--- src/rtl/multi_mode_text_decoder_defines.svh ---
// ----------------------------------------------------------------------------
// multi_mode_text_decoder_defines.svh
// Assertion macros shared by the decoder's modules.
// ----------------------------------------------------------------------------
`ifndef MULTI_MODE_TEXT_DECODER_DEFINES_SVH
`define MULTI_MODE_TEXT_DECODER_DEFINES_SVH

// The antecedent implies the consequent in the same cycle, outside reset.
`define MMTD_ASSERT_IMPLIES(lbl, clk_s, rstn_s, ante, cons, msg) \
	lbl: assert property (@(posedge clk_s) disable iff (!rstn_s) (ante) |-> (cons)) \
		else $error(msg);

// The condition never holds at a clock edge, outside reset.
`define MMTD_ASSERT_NEVER(lbl, clk_s, rstn_s, cond, msg) \
	lbl: assert property (@(posedge clk_s) disable iff (!rstn_s) !(cond)) \
		else $error(msg);

`endif

--- src/rtl/mmtd_pkg.sv ---
// ----------------------------------------------------------------------------
// mmtd_pkg
// Types, constants and character functions of the multi-mode text decoder.
// ----------------------------------------------------------------------------
`default_nettype none

package mmtd_pkg;

	// Decode modes held in the configuration register.
	typedef enum logic [1:0] {
		MODE_PASS  = 2'd0,
		MODE_B64   = 2'd1,
		MODE_ROT13 = 2'd2,
		MODE_HEX   = 2'd3
	} mmtd_mode_t;

	localparam logic [7:0] ROT_SHIFT = 8'd13;
	localparam logic [7:0] PAD_CHAR  = 8'h3D;
	localparam int unsigned ACC_W    = 18;

	// One queued bundle: up to three result bytes produced by one input word.
	typedef struct packed {
		logic [7:0] octet0;
		logic [7:0] octet1;
		logic [7:0] octet2;
		logic [1:0] n;      // number of results, 1 to 3
		logic       data;   // bytes carry data; clear for the empty end marker
		logic       bad;    // an invalid symbol was seen for these results
		logic       last;   // final bundle of the string
	} mmtd_entry_t;

	// Queue status seen by the front and back ends.
	typedef struct packed {
		logic full;
		logic empty;
	} mmtd_qstat_t;

	typedef struct packed {
		logic [5:0] val;
		logic       pad;
		logic       bad;
	} mmtd_b64_t;

	typedef struct packed {
		logic [3:0] val;
		logic       bad;
	} mmtd_hex_t;

	// Standard base64 alphabet lookup.
	function automatic mmtd_b64_t b64_decode(input logic [7:0] c);
		mmtd_b64_t  r;
		logic [7:0] t;
		r = '0;
		t = '0;
		if (c inside {[8'h41:8'h5A]}) begin
			t = c - 8'h41;
		end else if (c inside {[8'h61:8'h7A]}) begin
			t = c - 8'h61 + 8'd26;
		end else if (c inside {[8'h30:8'h39]}) begin
			t = c - 8'h30 + 8'd52;
		end else if (c == 8'h2B) begin
			t = 8'd62;
		end else if (c == 8'h2F) begin
			t = 8'd63;
		end else if (c == PAD_CHAR) begin
			r.pad = 1'b1;
		end else begin
			r.bad = 1'b1;
		end
		r.val = t[5:0];
		return r;
	endfunction

	// Hex digit lookup; an invalid digit reads as zero.
	function automatic mmtd_hex_t hex_decode(input logic [7:0] c);
		mmtd_hex_t  r;
		logic [7:0] t;
		r = '0;
		t = '0;
		if (c inside {[8'h30:8'h39]}) begin
			t = c - 8'h30;
		end else if (c inside {[8'h61:8'h66]}) begin
			t = c - 8'h61 + 8'd10;
		end else if (c inside {[8'h41:8'h46]}) begin
			t = c - 8'h41 + 8'd10;
		end else begin
			r.bad = 1'b1;
		end
		r.val = t[3:0];
		return r;
	endfunction

	// ROT13 on letters; everything else passes unchanged.
	function automatic logic [7:0] rot13(input logic [7:0] c);
		logic [7:0] r;
		r = c;
		if (c inside {[8'h61:8'h6D], [8'h41:8'h4D]}) begin
			r = c + ROT_SHIFT;
		end else if (c inside {[8'h6E:8'h7A], [8'h4E:8'h5A]}) begin
			r = c - ROT_SHIFT;
		end
		return r;
	endfunction

endpackage

`default_nettype wire

--- src/rtl/mmtd_front.sv ---
// ----------------------------------------------------------------------------
// mmtd_front
// Accepts input words, keeps the stream state and builds result bundles.
// ----------------------------------------------------------------------------
`default_nettype none
`include "multi_mode_text_decoder_defines.svh"

module mmtd_front (
	input  wire                    clk,
	input  wire                    arst_n,
	input  wire                    cfg_we,
	input  wire  [1:0]             cfg_mode,
	input  wire                    in_valid,
	output logic                   in_stall,
	input  wire  [7:0]             in_char,
	input  wire                    last_char,
	input  mmtd_pkg::mmtd_qstat_t  qstat,
	output logic                   push,
	output mmtd_pkg::mmtd_entry_t  push_entry
);
	import mmtd_pkg::*;

	mmtd_mode_t        mode_q;
	logic [ACC_W-1:0]  accum_q, accum_n;
	logic [1:0]        cnt_q, cnt_n;
	logic [1:0]        pad_q, pad_n;
	logic [3:0]        nib_q, nib_n;
	logic              held_q, held_n;
	logic              err_q, err_n;
	logic              accept;

	assign in_stall = qstat.full;
	assign accept   = in_valid && !in_stall;

	// Decode one word against the current stream state.
	always_comb begin
		mmtd_b64_t   b;
		mmtd_hex_t   h;
		logic [5:0]  sym;
		logic [1:0]  pad_inc;
		logic [23:0] triple;
		logic [2:0]  pads;
		logic [1:0]  nres;
		mmtd_entry_t ent;

		accum_n = accum_q;
		cnt_n   = cnt_q;
		pad_n   = pad_q;
		nib_n   = nib_q;
		held_n  = held_q;
		err_n   = err_q;
		b       = b64_decode(in_char);
		h       = hex_decode(in_char);
		sym     = b.val;
		pad_inc = pad_q;
		triple  = '0;
		pads    = 3'd3;
		nres    = 2'd0;
		ent     = '0;

		case (mode_q)
			MODE_PASS: begin
				ent.octet0 = in_char;
				nres       = 2'd1;
			end
			MODE_ROT13: begin
				ent.octet0 = rot13(in_char);
				nres       = 2'd1;
			end
			MODE_B64: begin
				if (b.bad) begin
					err_n = 1'b1;
				end else begin
					if (b.pad && pad_q != 2'd3) begin
						pad_inc = pad_q + 2'd1;
					end
					if (cnt_q == 2'd3) begin
						// Fourth symbol closes the group.
						triple  = {accum_q, sym};
						pads    = {1'b0, pad_inc};
						accum_n = '0;
						cnt_n   = 2'd0;
						pad_n   = 2'd0;
					end else begin
						accum_n = {accum_q[ACC_W-7:0], sym};
						cnt_n   = cnt_q + 2'd1;
						pad_n   = pad_inc;
					end
				end
				// A partial group at the end is padded out.
				if (last_char) begin
					case (cnt_n)
						2'd1: begin
							triple = {accum_n[5:0], 18'd0};
							pads   = {1'b0, pad_n} + 3'd3;
						end
						2'd2: begin
							triple = {accum_n[11:0], 12'd0};
							pads   = {1'b0, pad_n} + 3'd2;
						end
						2'd3: begin
							triple = {accum_n[17:0], 6'd0};
							pads   = {1'b0, pad_n} + 3'd1;
						end
						default: begin
						end
					endcase
				end
				nres       = (pads >= 3'd3) ? 2'd0 : 2'(3'd3 - pads);
				ent.octet0 = triple[23:16];
				ent.octet1 = triple[15:8];
				ent.octet2 = triple[7:0];
			end
			MODE_HEX: begin
				if (h.bad) begin
					err_n = 1'b1;
				end
				if (held_q) begin
					ent.octet0 = {nib_q, h.val};
					nres       = 2'd1;
					held_n     = 1'b0;
					nib_n      = 4'd0;
				end else if (last_char) begin
					ent.octet0 = {4'd0, h.val};
					nres       = 2'd1;
				end else begin
					nib_n  = h.val;
					held_n = 1'b1;
				end
			end
			default: begin
			end
		endcase

		// Error flag rides on every result of this word.
		ent.bad  = err_n;
		ent.data = 1'b1;
		ent.last = last_char;
		ent.n    = nres;
		if (nres != 2'd0) begin
			err_n = 1'b0;
		end
		if (last_char) begin
			// The empty end marker carries a zero byte.
			if (nres == 2'd0) begin
				ent.n      = 2'd1;
				ent.data   = 1'b0;
				ent.octet0 = '0;
			end
			accum_n = '0;
			cnt_n   = 2'd0;
			pad_n   = 2'd0;
			nib_n   = 4'd0;
			held_n  = 1'b0;
			err_n   = 1'b0;
		end

		push       = accept && (nres != 2'd0 || last_char);
		push_entry = ent;
	end

	// Mode register and stream state.
	always_ff @(posedge clk or negedge arst_n) begin
		if (!arst_n) begin
			mode_q  <= MODE_PASS;
			accum_q <= '0;
			cnt_q   <= '0;
			pad_q   <= '0;
			nib_q   <= '0;
			held_q  <= 1'b0;
			err_q   <= 1'b0;
		end else if (cfg_we) begin
			mode_q  <= mmtd_mode_t'(cfg_mode);
			accum_q <= '0;
			cnt_q   <= '0;
			pad_q   <= '0;
			nib_q   <= '0;
			held_q  <= 1'b0;
			err_q   <= 1'b0;
		end else if (accept) begin
			accum_q <= accum_n;
			cnt_q   <= cnt_n;
			pad_q   <= pad_n;
			nib_q   <= nib_n;
			held_q  <= held_n;
			err_q   <= err_n;
		end
	end

	`MMTD_ASSERT_IMPLIES(a_last_pushes, clk, arst_n, accept && last_char, push, "last word queued nothing")
	`MMTD_ASSERT_IMPLIES(a_push_count, clk, arst_n, push, push_entry.n != 2'd0, "empty bundle pushed")
	`MMTD_ASSERT_NEVER(a_held_b64, clk, arst_n, held_q && mode_q != MODE_HEX, "nibble held outside hex mode")

endmodule

`default_nettype wire

--- src/rtl/mmtd_queue.sv ---
// ----------------------------------------------------------------------------
// mmtd_queue
// Short bundle queue between the front and back ends.
// ----------------------------------------------------------------------------
`default_nettype none
`include "multi_mode_text_decoder_defines.svh"

module mmtd_queue #(
	parameter int unsigned DEPTH = 4
) (
	input  wire                    clk,
	input  wire                    arst_n,
	input  wire                    push,
	input  mmtd_pkg::mmtd_entry_t  push_entry,
	input  wire                    pop,
	output mmtd_pkg::mmtd_entry_t  head,
	output mmtd_pkg::mmtd_qstat_t  qstat
);
	import mmtd_pkg::*;

	localparam int unsigned PTR_W = (DEPTH > 1) ? $clog2(DEPTH) : 1;
	localparam int unsigned CNT_W = $clog2(DEPTH + 1);
	localparam logic [PTR_W-1:0] LAST_SLOT = PTR_W'(DEPTH - 1);

	mmtd_entry_t       slot_q [DEPTH];
	logic [PTR_W-1:0]  wr_ptr_q, rd_ptr_q;
	logic [CNT_W-1:0]  cnt_q;

	assign head        = slot_q[rd_ptr_q];
	assign qstat.full  = (cnt_q == CNT_W'(DEPTH));
	assign qstat.empty = (cnt_q == '0);

	// Entry storage.
	always_ff @(posedge clk) begin
		if (push) begin
			slot_q[wr_ptr_q] <= push_entry;
		end
	end

	// Pointers and fill count.
	always_ff @(posedge clk or negedge arst_n) begin
		if (!arst_n) begin
			wr_ptr_q <= '0;
			rd_ptr_q <= '0;
			cnt_q    <= '0;
		end else begin
			if (push) begin
				wr_ptr_q <= (wr_ptr_q == LAST_SLOT) ? '0 : wr_ptr_q + 1'b1;
			end
			if (pop) begin
				rd_ptr_q <= (rd_ptr_q == LAST_SLOT) ? '0 : rd_ptr_q + 1'b1;
			end
			if (push && !pop) begin
				cnt_q <= cnt_q + 1'b1;
			end else if (pop && !push) begin
				cnt_q <= cnt_q - 1'b1;
			end
		end
	end

	`MMTD_ASSERT_NEVER(a_pop_empty, clk, arst_n, pop && qstat.empty, "pop from empty queue")
	`MMTD_ASSERT_NEVER(a_push_full, clk, arst_n, push && qstat.full, "push into full queue")
	`MMTD_ASSERT_NEVER(a_cnt_range, clk, arst_n, cnt_q > CNT_W'(DEPTH), "fill count past depth")

endmodule

`default_nettype wire

--- src/rtl/mmtd_back.sv ---
// ----------------------------------------------------------------------------
// mmtd_back
// Unpacks queued bundles into single results behind an output register.
// ----------------------------------------------------------------------------
`default_nettype none
`include "multi_mode_text_decoder_defines.svh"

module mmtd_back (
	input  wire                    clk,
	input  wire                    arst_n,
	input  mmtd_pkg::mmtd_entry_t  head,
	input  mmtd_pkg::mmtd_qstat_t  qstat,
	output logic                   pop,
	output logic                   out_valid,
	input  wire                    out_stall,
	output logic [7:0]             out_byte,
	output logic                   byte_valid,
	output logic                   bad_char,
	output logic                   out_last
);
	import mmtd_pkg::*;

	logic [1:0] idx_q;
	logic       valid_q;
	logic [7:0] byte_q;
	logic       data_q, bad_q, last_q;
	logic       load, at_end;
	logic [7:0] sel_byte;

	assign load   = !qstat.empty && (!valid_q || !out_stall);
	assign at_end = (idx_q + 2'd1 == head.n);
	assign pop    = load && at_end;

	// Pick the byte of the head bundle that goes out next.
	always_comb begin
		case (idx_q)
			2'd0:    sel_byte = head.octet0;
			2'd1:    sel_byte = head.octet1;
			2'd2:    sel_byte = head.octet2;
			default: sel_byte = '0;
		endcase
	end

	// Output register and position within the head bundle.
	always_ff @(posedge clk or negedge arst_n) begin
		if (!arst_n) begin
			valid_q <= 1'b0;
			idx_q   <= '0;
		end else begin
			if (load) begin
				valid_q <= 1'b1;
				idx_q   <= at_end ? 2'd0 : idx_q + 2'd1;
			end else if (!out_stall) begin
				valid_q <= 1'b0;
			end
		end
	end

	always_ff @(posedge clk) begin
		if (load) begin
			byte_q <= sel_byte;
			data_q <= head.data;
			bad_q  <= head.bad;
			last_q <= head.last && at_end;
		end
	end

	assign out_valid  = valid_q;
	assign out_byte   = byte_q;
	assign byte_valid = data_q;
	assign bad_char   = bad_q;
	assign out_last   = last_q;

	`MMTD_ASSERT_IMPLIES(a_mid_bundle, clk, arst_n, idx_q != 2'd0, !qstat.empty, "bundle lost mid-way")
	`MMTD_ASSERT_IMPLIES(a_idx_range, clk, arst_n, !qstat.empty, idx_q < head.n, "index past bundle")
	`MMTD_ASSERT_IMPLIES(a_marker_byte, clk, arst_n, valid_q && !data_q, byte_q == 8'd0, "end marker byte not zero")

endmodule

`default_nettype wire

--- src/rtl/multi_mode_text_decoder.sv ---
// ----------------------------------------------------------------------------
// multi_mode_text_decoder
// Character stream decoder: pass-through, base64, ROT13 or hex pairs.
// ----------------------------------------------------------------------------
// One character word is accepted per cycle while the bundle queue has room
// (in_stall is the queue's full flag). The front end decodes each word in the
// cycle it is accepted and queues the up to three bytes it produces; the back
// end sends results out one per cycle, while out_stall is low, through an
// output register. A word's results pass through a queue slot and then the
// output register. The queue holds QUEUE_DEPTH bundles. decode_mode must be
// written only while the block is idle (the block does not enforce this); a
// write clears all stream state. cfg_ready is always high.
`default_nettype none

module multi_mode_text_decoder #(
	parameter int unsigned QUEUE_DEPTH = 4
) (
	input  wire        clk,
	input  wire        arst_n,
	input  wire        cfg_valid,
	output logic       cfg_ready,
	input  wire  [1:0] decode_mode,
	input  wire        in_valid,
	output logic       in_stall,
	input  wire  [7:0] in_char,
	input  wire        last_char,
	output logic       out_valid,
	input  wire        out_stall,
	output logic [7:0] out_byte,
	output logic       byte_valid,
	output logic       bad_char,
	output logic       out_last
);
	import mmtd_pkg::*;

	mmtd_qstat_t qstat;
	mmtd_entry_t push_entry, head;
	logic        push, pop, cfg_we;

	assign cfg_ready = 1'b1;
	assign cfg_we    = cfg_valid && cfg_ready;

	// Front end: stream state and word decode.
	mmtd_front u_front (
		.clk        (clk),
		.arst_n     (arst_n),
		.cfg_we     (cfg_we),
		.cfg_mode   (decode_mode),
		.in_valid   (in_valid),
		.in_stall   (in_stall),
		.in_char    (in_char),
		.last_char  (last_char),
		.qstat      (qstat),
		.push       (push),
		.push_entry (push_entry)
	);

	// Bundle queue.
	mmtd_queue #(
		.DEPTH (QUEUE_DEPTH)
	) u_queue (
		.clk        (clk),
		.arst_n     (arst_n),
		.push       (push),
		.push_entry (push_entry),
		.pop        (pop),
		.head       (head),
		.qstat      (qstat)
	);

	// Back end: one result per cycle while out_stall is low.
	mmtd_back u_back (
		.clk        (clk),
		.arst_n     (arst_n),
		.head       (head),
		.qstat      (qstat),
		.pop        (pop),
		.out_valid  (out_valid),
		.out_stall  (out_stall),
		.out_byte   (out_byte),
		.byte_valid (byte_valid),
		.bad_char   (bad_char),
		.out_last   (out_last)
	);

endmodule

`default_nettype wire
--- config.mk ---
export PLATFORM = sky130hd
export DESIGN_NAME = multi_mode_text_decoder
export DESIGN_NICKNAME = d
export VERILOG_FILES = /design/src/rtl/mmtd_pkg.sv /design/src/rtl/mmtd_front.sv /design/src/rtl/mmtd_queue.sv /design/src/rtl/mmtd_back.sv /design/src/rtl/multi_mode_text_decoder.sv
export VERILOG_INCLUDE_DIRS = /design/src /design/src/rtl
export SDC_FILE = /design/constraint.sdc
export NUM_CORES = 1
export LEC_CHECK = 0
export BUFFER_PORTS_ARGS = -buffer_cell sky130_fd_sc_hd__buf_4
export CAP_MARGIN = 20
export CORE_AREA = 8 8 102 174
export CTS_CLUSTER_SIZE = 28
export DETAILED_ROUTE_END_ITERATION = 16
export DIE_AREA = 0 0 110 182
export PLACE_DENSITY_LB_ADDON = 0.25
export SLEW_MARGIN = 40
export SYNTH_ARGS = -nofsm -noshare
export SYNTH_HDL_FRONTEND = slang
export SYNTH_SLANG_ARGS = --single-unit
export TNS_END_PERCENT = 10
--- constraint.sdc ---
create_clock -name clk -period 6.2 [get_ports clk]
set_input_delay 0.31 -clock clk [delete_from_list [all_inputs] [get_ports clk]]
set_output_delay 0.31 -clock clk [all_outputs]
set_load 0.05 [all_outputs]
==> results.yml <==
timing:
  setup_viol: 0
  worst_pin_slew_ns: 0.8256
  drv_slew: 0
  timing.final.ws_setup_ns: 1.340
  layout_min_cycle_time_ns: 4.860
  clock_skew_ns: 0.02063
  rsz0062_at_grt: "no"
  slew_headroom: 0.4438
  fin_tns_setup_ns: 0
  finalHoldViolations: 0
  fmax_mhz: 205.7
  period_share: 0.7839
synthesis:
  synth.cell_area_sq_um: 9025
  synth-compound-area-share: 0.1729
  synth.most_common_cell: "sky130_fd_sc_hd__edfxtp_1"
  synth.avg_cell_area_sq_um: 11.92
  synth-edff-count: 127
  yosys.area.top_type_share: 0.4226
  synth_seq_cells: 167
  seq_area_frac_synth: 0.5335
  synth-main-ff-cell: "sky130_fd_sc_hd__edfxtp_1"
  syn_inst: 757
  synth.top_cells.by_count: "127 x sky130_fd_sc_hd__edfxtp_1, 74 x sky130_fd_sc_hd__nand2_1, 49 x sky130_fd_sc_hd__nor2_1"
  synth.lib_cells_used.distinct: 78
  post_synth_fa_ha_maj_area_fraction: 0.04104
  synth_area_leader_cell: "sky130_fd_sc_hd__edfxtp_1"
  ys_async_sr_fraction: 0.2395
  number_of_nets_in_the_synthesized_netlist: 802
  simple_gate_share_of_the_synthesized_area: 0.1171
  yosys_warnings: 0
  ys_top_cells_by_area: "sky130_fd_sc_hd__edfxtp_1 42%, sky130_fd_sc_hd__dfrtp_1 11%, sky130_fd_sc_hd__mux4_2 7.2%"
  synth_area_in_xor_xnor: 0.01456
  synthMuxAreaShare: 0.08887
  combinational_family_with_the_most_area_after_synthesis: "compound AO/OA/AOI/OAI gates"
drt:
  drc: 0
  detailedRoute.firstIterationViolations: 731
  detail_route.wirelength_microns: 27000
  post_drt_via_cell_ratio: 7.110
  drt-pass1-iter-count: 7
  detail-route-antenna-nets: 0
  wl_per_cell_microns: 27.69
  route.vias.total: 6932
worst_setup_path:
  worst-path-max-fanout: 22
  crit_arrival_ns: 5.22
  crit_path_end_kind: "flip-flop"
  worst-endpoint-required_ns: 6.56
  worst-setup-path-type: "reg -> reg"
  setup.worst_path.start_class: "flip-flop"
cells_and_area:
  filler_cell_count: 1113
  syn_to_final_growth_pct: 10.84
  layout.cells.non_filler: 975
  final_cell_area_sq_um: 10000
  utilization: 0.6564
  num_antenna_cells: 0
  final_nets: 821
  share_of_cells_above_drive_strength_1: 0.1572
pwr:
  ir_drop_mv: 0.3420
  switchingPower_mw: 1.332
  power.share.switching: 0.3497
  p_seq_frac: 0.399
  power.combinational.fraction: 0.319
  internal-power_mw: 2.477
  cell_leakage_power_nw: 3.659
  clkPwrFrac: 0.282
  power_density_relative_to_cell_area_nw_per_um2: 380.8
cts:
  post_cts.repair.setup_buffers: 0
  cts.htree.levels: 4
  clkSinkCount: 167
  clock-root-buffer: "sky130_fd_sc_hd__clkbuf_16"
  ctsResizeCount: 0
  clock_tree_from_tritoncts: "built"
  cts_buffer_depth: 2
  insertion_delay_ns: 0.43
  worst_setup_hold_path_clk_slew_ns: 0.08
  cts_inserted_buffers: 17
status:
  run_status: "completed"
floorplan:
  design.core.area_sq_um: 15240
  ios: 30
  dieHeight_microns: 182
  initial_utilization: 0.5922
  rows: 60
  die_area_sq_um: 20020
  dieWidth_microns: 110
placed_design:
  place.port_buffers: 28
  placement.cell_area_sq_um: 9404
  gp_routability_congestion: 1.023
  detailedPlace.worstSlack_ns: 1.155
  place.detailed.instances: 942
  dp.final_hpwl_microns: 19120
grt:
  first_global_vias: 7058
  grt_remaining_overflow: 0
  number_of_antenna_violations_at_the_first_check_in_global_routing: 0
  grt_pass1_wl_microns: 41080
  grt_start_max_net_pins: 41
  grt_util_all_layers: 0.2767
job:
  cap_violations: 0
hold_path:
  min_path_type: "in -> reg"
-- area by class of cell --
type                       count  area (sq um)  area share
clock buffer                  18         429.2     0.04290
clock inverter                14         160.2     0.01601
inverter                      27         101.3     0.01013
multi-input combinational    520          3939      0.3937
sequential                   167          4816      0.4814
tap                          186         232.7     0.02326
timing repair buffer          43         325.3     0.03252
-- routing by layer --
metal	wire length, microns	global-route usage
met5	0	0
met4	1828	0.1924
met3	1680	0.04468
met2	14220	0.4710
met1	9272	0.3008
-- power groups by stage --
stage / registers, mW / clock network, mW / logic, mW
2_1_floorplan: 1.65 / 0 / 0.745
3_3_place_gp: 1.52 / 0 / 1.18
3_5_place_dp: 1.54 / 0 / 1.21
4_1_cts: 1.52 / 1.08 / 1.22
5_1_grt: 1.53 / 1.13 / 1.30
6_report: 1.52 / 1.07 / 1.22
-- path summary, 6_finish.rpt --
path / from / to / slack (ns) / cells after the start
hold reg to reg: u_queue.cnt_q[2] / u_queue.cnt_q[2] / 0.51 / 1
setup / recovery: u_front.cnt_q[0] / u_queue.cnt_q[2] / 1.34 / 18
min in group asynchronous: arst_n / u_queue.cnt_q[2] / 0.41 / 2
hold / removal: decode_mode[1] / u_front.mode_q[1] / 0.09 / 3
max in group asynchronous: arst_n / u_queue.rd_ptr_q[0] / 5.39 / 2
setup reg to reg: u_front.cnt_q[0] / u_queue.cnt_q[2] / 1.34 / 18
-- worst max-delay path, cell delays in order (launching register included) --
cell,delay (ns)
sky130_fd_sc_hd__dfrtp_1,0.86
sky130_fd_sc_hd__ha_1,0.78
sky130_fd_sc_hd__nor2_1,0.25
sky130_fd_sc_hd__nand2_1,0.14
sky130_fd_sc_hd__mux2_2,0.27
sky130_fd_sc_hd__xor2_1,0.17
sky130_fd_sc_hd__ha_1,0.24
sky130_fd_sc_hd__nor2b_1,0.16
sky130_fd_sc_hd__nand2_1,0.07
sky130_fd_sc_hd__mux2i_1,0.17
sky130_fd_sc_hd__a311o_1,0.20
sky130_fd_sc_hd__o21ai_2,0.10
sky130_fd_sc_hd__nor2_2,0.22
sky130_fd_sc_hd__ha_1,0.24
sky130_fd_sc_hd__inv_1,0.07
sky130_fd_sc_hd__fa_1,0.39
sky130_fd_sc_hd__xor2_1,0.17
sky130_fd_sc_hd__nor2_1,0.13
sky130_fd_sc_hd__xor2_1,0.14
-- logic make-up after synthesis --
kind of cell / Yosys count
xor gates and xnor gates: 15
adders and majority gates: 29
buffers and inverters: 70
muxes: 43
other: 1
AOI/OAI and AO/OA: 215
DFF: 167
and+or+nand+nor: 217
-- flip-flops by register name, summed over array words and instances, names as in the netlist --
register and flops:
u_queue.cnt_q 3, u_back.out_byte 8, u_front.accum_q 18, u_queue.wr_ptr_q 2, u_back.out_valid 1, u_back.idx_q 2, u_front.held_q 1, u_front.cnt_q 2
u_queue.slot_q 116, u_front.mode_q 2, u_front.nib_q 4, u_front.pad_q 2, u_back.byte_valid 1, u_back.bad_char 1, u_front.err_q 1, u_queue.rd_ptr_q 2
u_back.out_last 1
-- placed cells by master (no fill, tap or decap), drive strengths merged, types with 5 or more instances in the layout --
| cell | count |
|---|---|
| edfxtp | 127 |
| nand2 | 74 |
| nor2 | 50 |
| a21oi | 48 |
| buf | 42 |
| dfrtp | 40 |
| inv | 33 |
| o21ai | 30 |
| mux4 | 29 |
| ha | 28 |
| a22oi | 23 |
| a22o | 22 |
| clkbuf | 18 |
| and2 | 12 |
| nor3 | 12 |
| a31oi | 11 |
| nor2b | 10 |
| o22ai | 9 |
| xnor2 | 8 |
| nand2b | 8 |
| and3 | 8 |
| nand4 | 8 |
| nand3 | 8 |
| xor2 | 7 |
| mux2i | 7 |
| or3 | 7 |
| mux2 | 7 |
| a221oi | 7 |
| a21o | 6 |
| a211oi | 6 |
| a32oi | 5 |
| clkinv | 5 |
-- repair_timing --
item,CTS,global route
hold buffers,1,0
endpoints found under the hold margin,40,0
setup endpoints to repair,0,0
-- stage by stage --
step / power, mW / hold WS, ns
2_1_floorplan: 2.394 / 0.01441
3_3_place_gp: 2.704 / 0.3155
3_5_place_dp: 2.750 / 0.3366
4_1_cts: 3.825 / 0.08235
5_1_grt: 3.958 / 0.08443
6_report: 3.810 / 0.08765
No activity file was read; power rests on OpenSTA's default activity.
